[config.mk]
export PLATFORM = sky130hd
export DESIGN_NAME = relay_response_time_tester_top
export DESIGN_NICKNAME = d
export VERILOG_FILES = /design/src/design/rrtt_pkg.sv /design/src/design/rrtt_seq.sv /design/src/design/rrtt_avg.sv /design/src/design/relay_response_time_tester_top.sv
export VERILOG_INCLUDE_DIRS = /design/src /design/src/design
export SDC_FILE = /design/constraint.sdc
export NUM_CORES = 2
export LEC_CHECK = 0
export BUFFER_PORTS_ARGS = -buffer_cell sky130_fd_sc_hd__buf_2
export CORE_ASPECT_RATIO = 1.1
export CORE_MARGIN = 3
export CORE_UTILIZATION = 35
export CTS_BUF_LIST = sky130_fd_sc_hd__clkbuf_4 sky130_fd_sc_hd__clkbuf_8
export DETAILED_ROUTE_END_ITERATION = 16
export PLACE_DENSITY = 0.6
export SLEW_MARGIN = 20
export SYNTH_ARGS = -nofsm -noshare
export SYNTH_HDL_FRONTEND = slang
export SYNTH_HIERARCHICAL = 1
export SYNTH_SLANG_ARGS = --single-unit
[constraint.sdc]
create_clock -name clk -period 9.4 [get_ports clk]
set_input_delay 0.47 -clock clk [delete_from_list [all_inputs] [get_ports clk]]
set_output_delay 0.47 -clock clk [all_outputs]
set_load 0.005 [all_outputs]
[src/design/relay_response_time_tester_top_macros.svh]
// Assertion macros for the relay response time tester RTL.
// Depends on nothing; the including module provides clk and rst.
`ifndef RELAY_RESPONSE_TIME_TESTER_TOP_MACROS_SVH
`define RELAY_RESPONSE_TIME_TESTER_TOP_MACROS_SVH

// Same-cycle implication, checked outside reset.
`define RRTT_ASSERT_SAME(label, ante, cons, msg) \
  label: assert property (@(posedge clk) disable iff (rst) (ante) |-> (cons)) else $error(msg);

// Next-cycle implication, checked outside reset.
`define RRTT_ASSERT_NEXT(label, ante, cons, msg) \
  label: assert property (@(posedge clk) disable iff (rst) (ante) |=> (cons)) else $error(msg);

`endif

[src/design/rrtt_pkg.sv]
// Package for the relay response time tester: phase codes, register indexes
// and the result record. Used by every module of the block.
`default_nettype none

package rrtt_pkg;

  typedef enum logic [2:0] {
    PH_START,
    PH_WAIT,
    PH_ON_PAUSE,
    PH_OFF_PAUSE,
    PH_FINISHED
  } phase_t;

  localparam logic [1:0] REG_ON_PAUSE  = 2'd0;
  localparam logic [1:0] REG_OFF_PAUSE = 2'd1;
  localparam logic [1:0] REG_TIMEOUT   = 2'd2;

  localparam logic [15:0] ON_PAUSE_RESET  = 16'd300;
  localparam logic [15:0] OFF_PAUSE_RESET = 16'd1000;
  localparam logic [15:0] TIMEOUT_RESET   = 16'd1000;

  localparam logic [15:0] TICK_MAX = 16'hFFFF;
  localparam logic [7:0]  DONE_MAX = 8'hFF;
  localparam logic [23:0] SUM_MAX  = 24'hFFFFFF;

  typedef struct packed {
    logic [22:0] average_x100;
    logic [23:0] total_ms;
    logic        finished;
    logic        already_closed;
    logic        timed_out;
    logic [7:0]  sample_number;
    logic [15:0] sample_delay_ms;
    logic        sample_valid;
    logic        relay_on;
  } res_t;

endpackage

`default_nettype wire

[src/design/rrtt_seq.sv]
// Test sequencer: configuration registers, phase machine, counters and the
// first result register. Depends on rrtt_pkg and the assertion macro header.
`default_nettype none

`include "relay_response_time_tester_top_macros.svh"

module rrtt_seq
  import rrtt_pkg::*;
#(
  parameter int MEASUREMENT_COUNT = 10
) (
  input  wire logic        clk,
  input  wire logic        rst,
  input  wire logic        take,
  input  wire logic        adv,
  input  wire logic        contact,
  input  wire logic        cfg_wr_en,
  input  wire logic [1:0]  cfg_addr,
  input  wire logic [15:0] cfg_wdata,
  output res_t             res
);

  localparam logic [7:0] COUNT = 8'(MEASUREMENT_COUNT);

  logic [15:0] on_pause_ms;
  logic [15:0] off_pause_ms;
  logic [15:0] timeout_ms;

  phase_t      phase, phase_next;
  logic [7:0]  done_count, done_count_next;
  logic [15:0] elapsed_ticks, elapsed_ticks_next;
  logic [15:0] pause_ticks, pause_ticks_next;
  logic        prev_contact;
  logic [23:0] delay_sum, delay_sum_next;
  logic        relay_state, relay_state_next;

  logic        close_edge;
  logic [15:0] elapsed_inc;
  logic [15:0] pause_inc;
  logic [24:0] sum_wide;
  logic        capture;
  logic        timeout_hit;
  logic        finish_hit;
  logic        closed_hit;
  res_t        res_comb;

  assign close_edge  = contact && !prev_contact;
  assign elapsed_inc = (elapsed_ticks == TICK_MAX) ? TICK_MAX : elapsed_ticks + 16'd1;
  assign pause_inc   = (pause_ticks == TICK_MAX) ? TICK_MAX : pause_ticks + 16'd1;
  assign sum_wide    = {1'b0, delay_sum} + {9'b0, elapsed_inc};

  assign capture     = (phase == PH_WAIT) && close_edge;
  assign timeout_hit = (phase == PH_WAIT) && !close_edge &&
                       ((elapsed_inc > timeout_ms) || (elapsed_inc == TICK_MAX));
  assign finish_hit  = (phase == PH_START) && (done_count >= COUNT);
  assign closed_hit  = (phase == PH_START) && !finish_hit && contact;

  always_ff @(posedge clk) begin
    if (rst) begin
      on_pause_ms  <= ON_PAUSE_RESET;
      off_pause_ms <= OFF_PAUSE_RESET;
      timeout_ms   <= TIMEOUT_RESET;
    end else if (cfg_wr_en) begin
      case (cfg_addr)
        REG_ON_PAUSE:  on_pause_ms  <= cfg_wdata;
        REG_OFF_PAUSE: off_pause_ms <= cfg_wdata;
        REG_TIMEOUT:   timeout_ms   <= cfg_wdata;
        default: ;
      endcase
    end
  end

  always_comb begin
    phase_next         = phase;
    done_count_next    = done_count;
    elapsed_ticks_next = elapsed_ticks;
    pause_ticks_next   = pause_ticks;
    delay_sum_next     = delay_sum;
    relay_state_next   = relay_state;
    case (phase)
      PH_START: begin
        if (finish_hit) begin
          relay_state_next = 1'b0;
          phase_next       = PH_FINISHED;
        end else if (contact) begin
          relay_state_next = 1'b0;
          pause_ticks_next = 16'd0;
          phase_next       = PH_OFF_PAUSE;
        end else begin
          elapsed_ticks_next = 16'd0;
          relay_state_next   = 1'b1;
          phase_next         = PH_WAIT;
        end
      end
      PH_WAIT: begin
        elapsed_ticks_next = elapsed_inc;
        if (capture) begin
          delay_sum_next   = sum_wide[24] ? SUM_MAX : sum_wide[23:0];
          done_count_next  = (done_count == DONE_MAX) ? DONE_MAX : done_count + 8'd1;
          pause_ticks_next = 16'd0;
          phase_next       = PH_ON_PAUSE;
        end else if (timeout_hit) begin
          relay_state_next = 1'b0;
          pause_ticks_next = 16'd0;
          phase_next       = PH_OFF_PAUSE;
        end
      end
      PH_ON_PAUSE: begin
        if (pause_inc >= on_pause_ms) begin
          relay_state_next = 1'b0;
          pause_ticks_next = 16'd0;
          phase_next       = PH_OFF_PAUSE;
        end else begin
          pause_ticks_next = pause_inc;
        end
      end
      PH_OFF_PAUSE: begin
        pause_ticks_next = pause_inc;
        if (pause_inc >= off_pause_ms) begin
          phase_next = PH_START;
        end
      end
      default: begin
        relay_state_next = 1'b0;
        phase_next       = PH_FINISHED;
      end
    endcase
  end

  always_comb begin
    res_comb                 = '0;
    res_comb.relay_on        = relay_state_next;
    res_comb.sample_valid    = capture;
    res_comb.sample_delay_ms = capture ? elapsed_inc : 16'd0;
    res_comb.sample_number   = capture ? done_count : 8'd0;
    res_comb.timed_out       = timeout_hit;
    res_comb.already_closed  = closed_hit;
    res_comb.finished        = finish_hit;
    res_comb.total_ms        = finish_hit ? delay_sum : 24'd0;
  end

  always_ff @(posedge clk) begin
    if (rst) begin
      phase         <= PH_START;
      done_count    <= 8'd0;
      elapsed_ticks <= 16'd0;
      pause_ticks   <= 16'd0;
      prev_contact  <= 1'b0;
      delay_sum     <= 24'd0;
      relay_state   <= 1'b0;
    end else if (take) begin
      phase         <= phase_next;
      done_count    <= done_count_next;
      elapsed_ticks <= elapsed_ticks_next;
      pause_ticks   <= pause_ticks_next;
      prev_contact  <= contact;
      delay_sum     <= delay_sum_next;
      relay_state   <= relay_state_next;
    end
  end

  always_ff @(posedge clk) begin
    if (adv) begin
      res <= res_comb;
    end
  end

  `RRTT_ASSERT_SAME(a_capture_beats_timeout, capture, !timeout_hit, "capture and timeout together")
  `RRTT_ASSERT_SAME(a_count_bounded, 1'b1, done_count <= COUNT, "capture count beyond target")
  `RRTT_ASSERT_SAME(a_finished_relay_off, phase == PH_FINISHED, !relay_state, "relay on when finished")
  `RRTT_ASSERT_NEXT(a_capture_to_on_pause, take && capture, phase == PH_ON_PAUSE, "capture left no on pause")

endmodule

`default_nettype wire

[src/design/rrtt_avg.sv]
// Average pipeline: total times 100 divided by the measurement count through a
// reciprocal multiply with one correction step, carrying the result alongside.
// Depends on rrtt_pkg.
`default_nettype none

module rrtt_avg
  import rrtt_pkg::*;
#(
  parameter int MEASUREMENT_COUNT = 10
) (
  input  wire logic clk,
  input  wire logic adv,
  input  res_t      res_in,
  output res_t      res_out
);

  localparam logic [7:0]  COUNT = 8'(MEASUREMENT_COUNT);
  localparam logic [31:0] RECIP = 32'((64'd1 << 31) / MEASUREMENT_COUNT);

  res_t        r1, r2, r3;
  logic [30:0] p1, p2, p3;
  logic [47:0] prod_lo;
  logic [46:0] prod_hi;
  logic [62:0] prod_sum;
  logic [22:0] q_est;
  logic [30:0] rem;
  logic [22:0] q_fix;
  res_t        res_fix;

  assign prod_sum = {prod_hi, 16'b0} + {15'b0, prod_lo};
  assign rem      = p3 - (31'(q_est) * 31'(COUNT));
  assign q_fix    = (rem >= 31'(COUNT)) ? q_est + 23'd1 : q_est;

  always_comb begin
    res_fix              = r3;
    res_fix.average_x100 = q_fix;
  end

  always_ff @(posedge clk) begin
    if (adv) begin
      r1      <= res_in;
      p1      <= {7'b0, res_in.total_ms} * 31'd100;
      r2      <= r1;
      p2      <= p1;
      prod_lo <= 48'(p1[15:0]) * 48'(RECIP);
      prod_hi <= 47'(p1[30:16]) * 47'(RECIP);
      r3      <= r2;
      p3      <= p2;
      q_est   <= prod_sum[53:31];
      res_out <= res_fix;
    end
  end

endmodule

`default_nettype wire

[src/design/relay_response_time_tester_top.sv]
// Top level of the relay response time tester: stream handshake, stage valid
// bits and beat packing. Depends on rrtt_pkg, rrtt_seq and rrtt_avg.
//
//   Channel   Dir  Beat contents (lowest bit first)
//   s_*       in   contact_closed
//   m_*       out  relay_on .. average_x100, one result per tick
//   cfg_*     in   register index and 16-bit value, no read-back
//
// One tick is taken per clock cycle while the output is not stalled.
// The five stages are the sequencer register and four average stages, which
// include two multiplier stages over a split product.
// Reset is synchronous on rst and returns control state and config registers to defaults.
// A stalled output halts every stage together, so s_tready follows the output stage.
`default_nettype none

module relay_response_time_tester_top
  import rrtt_pkg::*;
#(
  parameter int MEASUREMENT_COUNT = 10
) (
  input  wire logic        clk,
  input  wire logic        rst,
  input  wire logic        s_tvalid,
  output logic             s_tready,
  input  wire logic [7:0]  s_tdata,   // contact_closed, then zero padding
  output logic             m_tvalid,
  input  wire logic        m_tready,
  output logic [79:0]      m_tdata,   // relay_on, sample_valid, sample_delay_ms,
                                      // sample_number, timed_out, already_closed,
                                      // finished, total_ms, average_x100, padding
  input  wire logic        cfg_wr_en,
  input  wire logic [1:0]  cfg_addr,
  input  wire logic [15:0] cfg_wdata
);

  localparam int STAGES = 5;

  logic [STAGES-1:0] stage_valid;
  logic              adv;
  logic              take;
  res_t              seq_res;
  res_t              out_res;

  assign adv      = !stage_valid[STAGES-1] || m_tready;
  assign take     = s_tvalid && adv;
  assign s_tready = adv;
  assign m_tvalid = stage_valid[STAGES-1];

  always_ff @(posedge clk) begin
    if (rst) begin
      stage_valid <= '0;
    end else if (adv) begin
      stage_valid <= {stage_valid[STAGES-2:0], take};
    end
  end

  rrtt_seq #(
    .MEASUREMENT_COUNT(MEASUREMENT_COUNT)
  ) u_seq (
    .clk       (clk),
    .rst       (rst),
    .take      (take),
    .adv       (adv),
    .contact   (s_tdata[0]),
    .cfg_wr_en (cfg_wr_en),
    .cfg_addr  (cfg_addr),
    .cfg_wdata (cfg_wdata),
    .res       (seq_res)
  );

  rrtt_avg #(
    .MEASUREMENT_COUNT(MEASUREMENT_COUNT)
  ) u_avg (
    .clk     (clk),
    .adv     (adv),
    .res_in  (seq_res),
    .res_out (out_res)
  );

  assign m_tdata = {4'b0, out_res};

endmodule

`default_nettype wire

Word-level counts from Yosys, hierarchy flattened
Index checks and enable logic that the tools add are counted.

Add/sub/neg operators: 7. $mul: 4. Divide/modulo/power cells: 0. Order comparisons: 5. Equal/unequal tests: 15. Shift-type cells: 0. Mux-type cells: 27. Bitwise operators: 0. Reduce and logical (&&, ||, !) cells: 25.

Operators with widths (number): $mux W16 (9); $pmux W16 S4 (1); $add A54 B44 Y54 (1); $eq A16 B16 Y1 const B (3); $mul A14 B26 Y40 const B (1); $mul A15 B26 Y36 const B (1); $add A16 B1 Y16 const B (2); $ge A16 B16 Y1 (2); $pmux W16 S2 (1); $ge A31 B4 Y1 const B (1); $sub A31 B27 Y31 (1); $mul A24 B5 Y29 const B (1); $mul A23 B3 Y26 const B (1); $add A24 B16 Y25 (1); $mux W24 (1); $add A23 B1 Y23 const B (1); $mux W23 (1); $gt A16 B16 Y1 (1); $mux W3 (5); $pmux W3 S4 (1); $add A8 B1 Y8 const B (1); $eq A8 B8 Y1 const B (1); $ge A8 B4 Y1 const B (1); $logic_and A1 B1 Y1 (8); other kinds (21) (36).

Register bits: 596. Bits in latches: 0. Bits in writable memories: 0. ROM bits: 0. Bits of input ports: 31. Output and inout port bits: 82. Memories: 0.

Depth between registers and ports, before layout
Depth after elaboration: 8. Mapped depth: 29.

Hierarchy
Netlist, hierarchy kept.

Modules (own cells, without submodules): rrtt_avg (instances 1, cells each 1926, area an instance 24747.5 µm²); rrtt_seq (instances 1, cells each 1028, area an instance 9280.2 µm²); relay_response_time_tester_top (instances 1, cells each 24, area an instance 239.0 µm²).

Least setup slack after synthesis
Ideal clock, no wire load.

Path kind: input to register. Start: input m_tready. End: register u_seq.delay_sum[17]. Setup time: 0.070 ns. Data arrival time: 7.303 ns. Data required time: 9.330 ns. Slack: 2.027 ns. Cell stages on the path: 11. Path buffers: 1. Cell sequence: nor2b_4 -> inv_2 -> and2_2 -> buf_2 -> inv_1 -> nor2_2 -> nand3_1 -> o21ai_0 -> nand2_1 -> xor2_1 -> a21oi_1.

Cells in the longest elaborated chain, start to end: 3.

RTL lines: from (decl) (line relay_response_time_tester_top.sv:27) `input wire logic m_tready,`; $logic_or A1 B1 Y1 (line relay_response_time_tester_top.sv:44) `assign adv = !stage_valid[STAGES-1] || m_tready;`; net s_tready (line relay_response_time_tester_top.sv:24) `output logic s_tready,`; $logic_and A1 B1 Y1 (line relay_response_time_tester_top.sv:45) `assign take = s_tvalid && adv;`; net take (line relay_response_time_tester_top.sv:40) `logic take;`; $reduce_and A3 Y1 (no source line); to (signal assigned) (line rrtt_seq.sv:157) `delay_sum <= delay_sum_next;`; to (decl) (line rrtt_seq.sv:34) `logic [23:0] delay_sum, delay_sum_next;`.

The timed path passes the listed nets, and every way through them passes these cells. A chain may end at the register's enable or synchronous reset.

Worst setup path after layout
Start: register u_avg.q_est[3]. End: register u_avg/res_out[64] (netlist bit) (data pin).

Cells in the longest elaborated chain, start to end: 4.

RTL lines: from (decl) (line rrtt_avg.sv:25) `logic [22:0] q_est;`; from (signal assigned) (line rrtt_avg.sv:49) `q_est <= prod_sum[53:31];`; $mul A23 B3 Y26 (line rrtt_avg.sv:31) `assign rem = p3 - (31'(q_est) * 31'(COUNT));`; $sub A31 B27 Y31 (line rrtt_avg.sv:31); $ge A31 B4 Y1 (line rrtt_avg.sv:32) `assign q_fix = (rem >= 31'(COUNT)) ? q_est + 23'd1 : q_est;`; $mux W23 * (line rrtt_avg.sv:32); net u_avg.q_fix[11] (line rrtt_avg.sv:27) `logic [22:0] q_fix;`; to (signal assigned) (line rrtt_avg.sv:50) `res_out <= res_fix;`; to (decl) (line rrtt_avg.sv:14) `output res_t res_out`.

Mark *: on every way through the listed nets, which the timed path passes. The rest lies on a longest branch.

==> run summary <==
• **result of the run** completed
• **mapped cell area** 0.0341 sq mm
• **utilization after layout** 39.9%
• **wire length of the first global-routing pass** 111000 microns
• **number of endpoints with negative hold slack in the final report** 0
• **cell area after layout** 0.0384 sq mm
• **# Max-Cap Violations** 0
• **cell total after placement** 4272
• **area enclosed by the die boundary** 0.101 sq mm
• **drt first pass iters** 5
• **Initial Util** 35.4%
• **share of the clock period used by the worst path after layout** 74.1%
• **via count** 21800
• **number of antenna violations at the first check in global routing** 2
• **sum of met3 wire segment lengths after detailed routing** 2800 microns
• **Min Clock Period, post-route** 6.96 ns
• **Clock H-tree levels** 3
• **PnR Total Power** 7.29 mW
• **met2 WL** 35100 microns
• **via count of the first global-routing pass** 21700
• **Least-Margin Pin Slew** 1.09 ns
• **number of port buffers** 101
• **Achievable Freq** 0.144 GHz
• **DP Wirelength** 52000 microns
• **Final Wtd Congestion** 0.903
• **Post-route DRC** 0
• **Worst Setup Path Type** register to register
• **CTS root buf** sky130_fd_sc_hd__clkbuf_8
• **Top Ports** 113
• **warning count from the yosys run** 6
• **DR top layer** met4
• **clock transition at the registers of the reported paths** 0.06 ns
• **commonest cells after routing, fill and taps aside** sky130_fd_sc_hd__edfxtp_1 (450), sky130_fd_sc_hd__ha_1 (409), sky130_fd_sc_hd__inv_1 (357)
• **largest net degree at the start of global routing** 145
• **worst-skew pair later-pin latency** 0.75 ns
• **proportion of layout cells with a drive suffix above 1** 11.4%
• **number of sinks handled by clock tree synthesis** 572
• **Syn Area/Cell** 11.5 sq um
• **Routed Antenna Nets** 0
• **most frequent standard cell in the layout excluding fill and tap cells** sky130_fd_sc_hd__edfxtp_1
• **worst-case hold slack** 0.307 ns
• **clock tree from TritonCTS** yes
• **Pwr per Cell Area** 190 mW/mm^2
• **Reg area** 0.0160 sq mm
• **area used by multi-input combinational logic** 0.0165 sq mm
• **DR vias/cell** 4.88
• **overall die width** 304 microns
• **Pleak** 18.2 nW
• **maximum clock path buffer count** 3
• **instance count of the mapped netlist** 2954
• **synth-to-layout area growth** 12.5%
• **global-route usage over all layers** 13.7%
• **startpoint kind of the worst setup timing path** register
• **number of setup violations in the final report** 0
• **DIE HEIGHT** 333 microns
• **total overflow reported by the global router** 0
• **area post-placement** 0.0360 sq mm
• **count of instances resized after the clock tree is built** 0
• **non-filler instance count after layout** 4476
• **setup slack after placement** 2.47 ns
• **routed wire length** 69200 microns
• **CP endpoint kind** register
• **number of rows created at floorplan** 119
• **required time of the critical path** 9.86 ns
• **maximum vdd drop** 0.000163 V
• **Net count, final** 3682
• **Post-Route Skew** 0.0649 ns
• **path type of the worst min-delay path** input port to register
• **CP max FO** 18
• **setup TNS** 0 ns
• **filler instances** 9318
• **final number of max-transition violations** 0
• **violation count after the first detailed-route iteration** 906
• **routed length per placed instance** 15.5 microns
• **clock buffers created by TritonCTS** 99
• **wire length on met1** 29300 microns
• **floorplan core area** 0.0962 sq mm
• **Relative slew margins** 27.1%
• **Data arrival, critical path** 7.42 ns
• **setup slack after layout** 2.44 ns
• **RSZ-0062 raised after global routing** no
## final cells by class
| cell class | count | share of cell area, % |
|---|---|---|
| clock buffer | 133 | 4.27 |
| tap | 1270 | 4.14 |
| antenna | 2 | 0.0130 |
| inverter | 359 | 3.53 |
| timing repair buffer | 131 | 2.07 |
| clock inverter | 49 | 1.38 |
| sequential | 572 | 41.6 |
| multi-input combinational | 1960 | 43.0 |
## layer usage
metal / track usage [%] / up-vias
li1: - / 10900
met3: 2.54 / 122
met5: 0 / -
met4: 4.88 / 0
met1: 16.5 / 10400
met2: 24.4 / 345
## power by group
part / internal (mW) / switching [mW]
sequential: 2.94 / 0.122
combinational: 0.722 / 1.05
clock: 1.38 / 1.07
## state kept, by name, summed over array words and instances, names as in the netlist, 26 cells and up
name           cells
u_avg/p1          26
u_avg/p3          26
u_avg/prod_hi     36
u_avg/prod_lo     26
u_avg/r1          53
u_avg/r2          53
u_avg/r3          53
u_avg/res_out     76
u_seq/res         53
## worst max-delay path: stages (launching register included)
cell                        delay, ns
sky130_fd_sc_hd__edfxtp_1        0.47
sky130_fd_sc_hd__ha_1            0.32
sky130_fd_sc_hd__ha_1            0.21
sky130_fd_sc_hd__inv_1           0.07
sky130_fd_sc_hd__fa_1            0.19
sky130_fd_sc_hd__nor2b_1         0.06
sky130_fd_sc_hd__o21a_1          0.17
sky130_fd_sc_hd__o21ai_0         0.25
sky130_fd_sc_hd__a21oi_1         0.14
sky130_fd_sc_hd__o21ai_0         0.28
sky130_fd_sc_hd__a21oi_1         0.15
sky130_fd_sc_hd__o211ai_1        0.38
sky130_fd_sc_hd__a21oi_1         0.15
sky130_fd_sc_hd__o41ai_1         0.49
sky130_fd_sc_hd__xor2_1          0.15
sky130_fd_sc_hd__ha_1            0.27
sky130_fd_sc_hd__nor2b_1         0.15
sky130_fd_sc_hd__a2111oi_0       0.37
sky130_fd_sc_hd__o2111ai_1       0.18
sky130_fd_sc_hd__nor4_1          0.42
sky130_fd_sc_hd__o211ai_1        0.15
sky130_fd_sc_hd__nor4_1          0.30
sky130_fd_sc_hd__o2111ai_1       0.23
sky130_fd_sc_hd__nor4_2          0.21
sky130_fd_sc_hd__nand4_2         0.53
sky130_fd_sc_hd__nand4_1         0.32
sky130_fd_sc_hd__xnor2_1         0.09
## path summary, 6_finish.rpt
check | start | endpoint | slack (ns) | cells after the start
worst max-delay path | u_avg/q_est[3]$_DFFE_PP_ | u_avg/res_out[64]$_DFFE_PP_ | 2.44 | 26
worst min-delay path | cfg_addr[1] | u_seq/on_pause_ms[4]$_SDFFE_PP0P_ | 0.31 | 5
worst max register to register | u_avg/q_est[3]$_DFFE_PP_ | u_avg/res_out[64]$_DFFE_PP_ | 2.44 | 26
worst min register to register | u_avg/r2[5]$_DFFE_PP_ | u_avg/r3[5]$_DFFE_PP_ | 0.39 | 0
## timing repair
action / in CTS / in global routing
setup buffers: 0 / 0
hold endpoints to repair: 50 / 0
hold buffers: 20 / 0
setup endpoints to repair: 0 / 0
(Power assumes the default switching activity.)
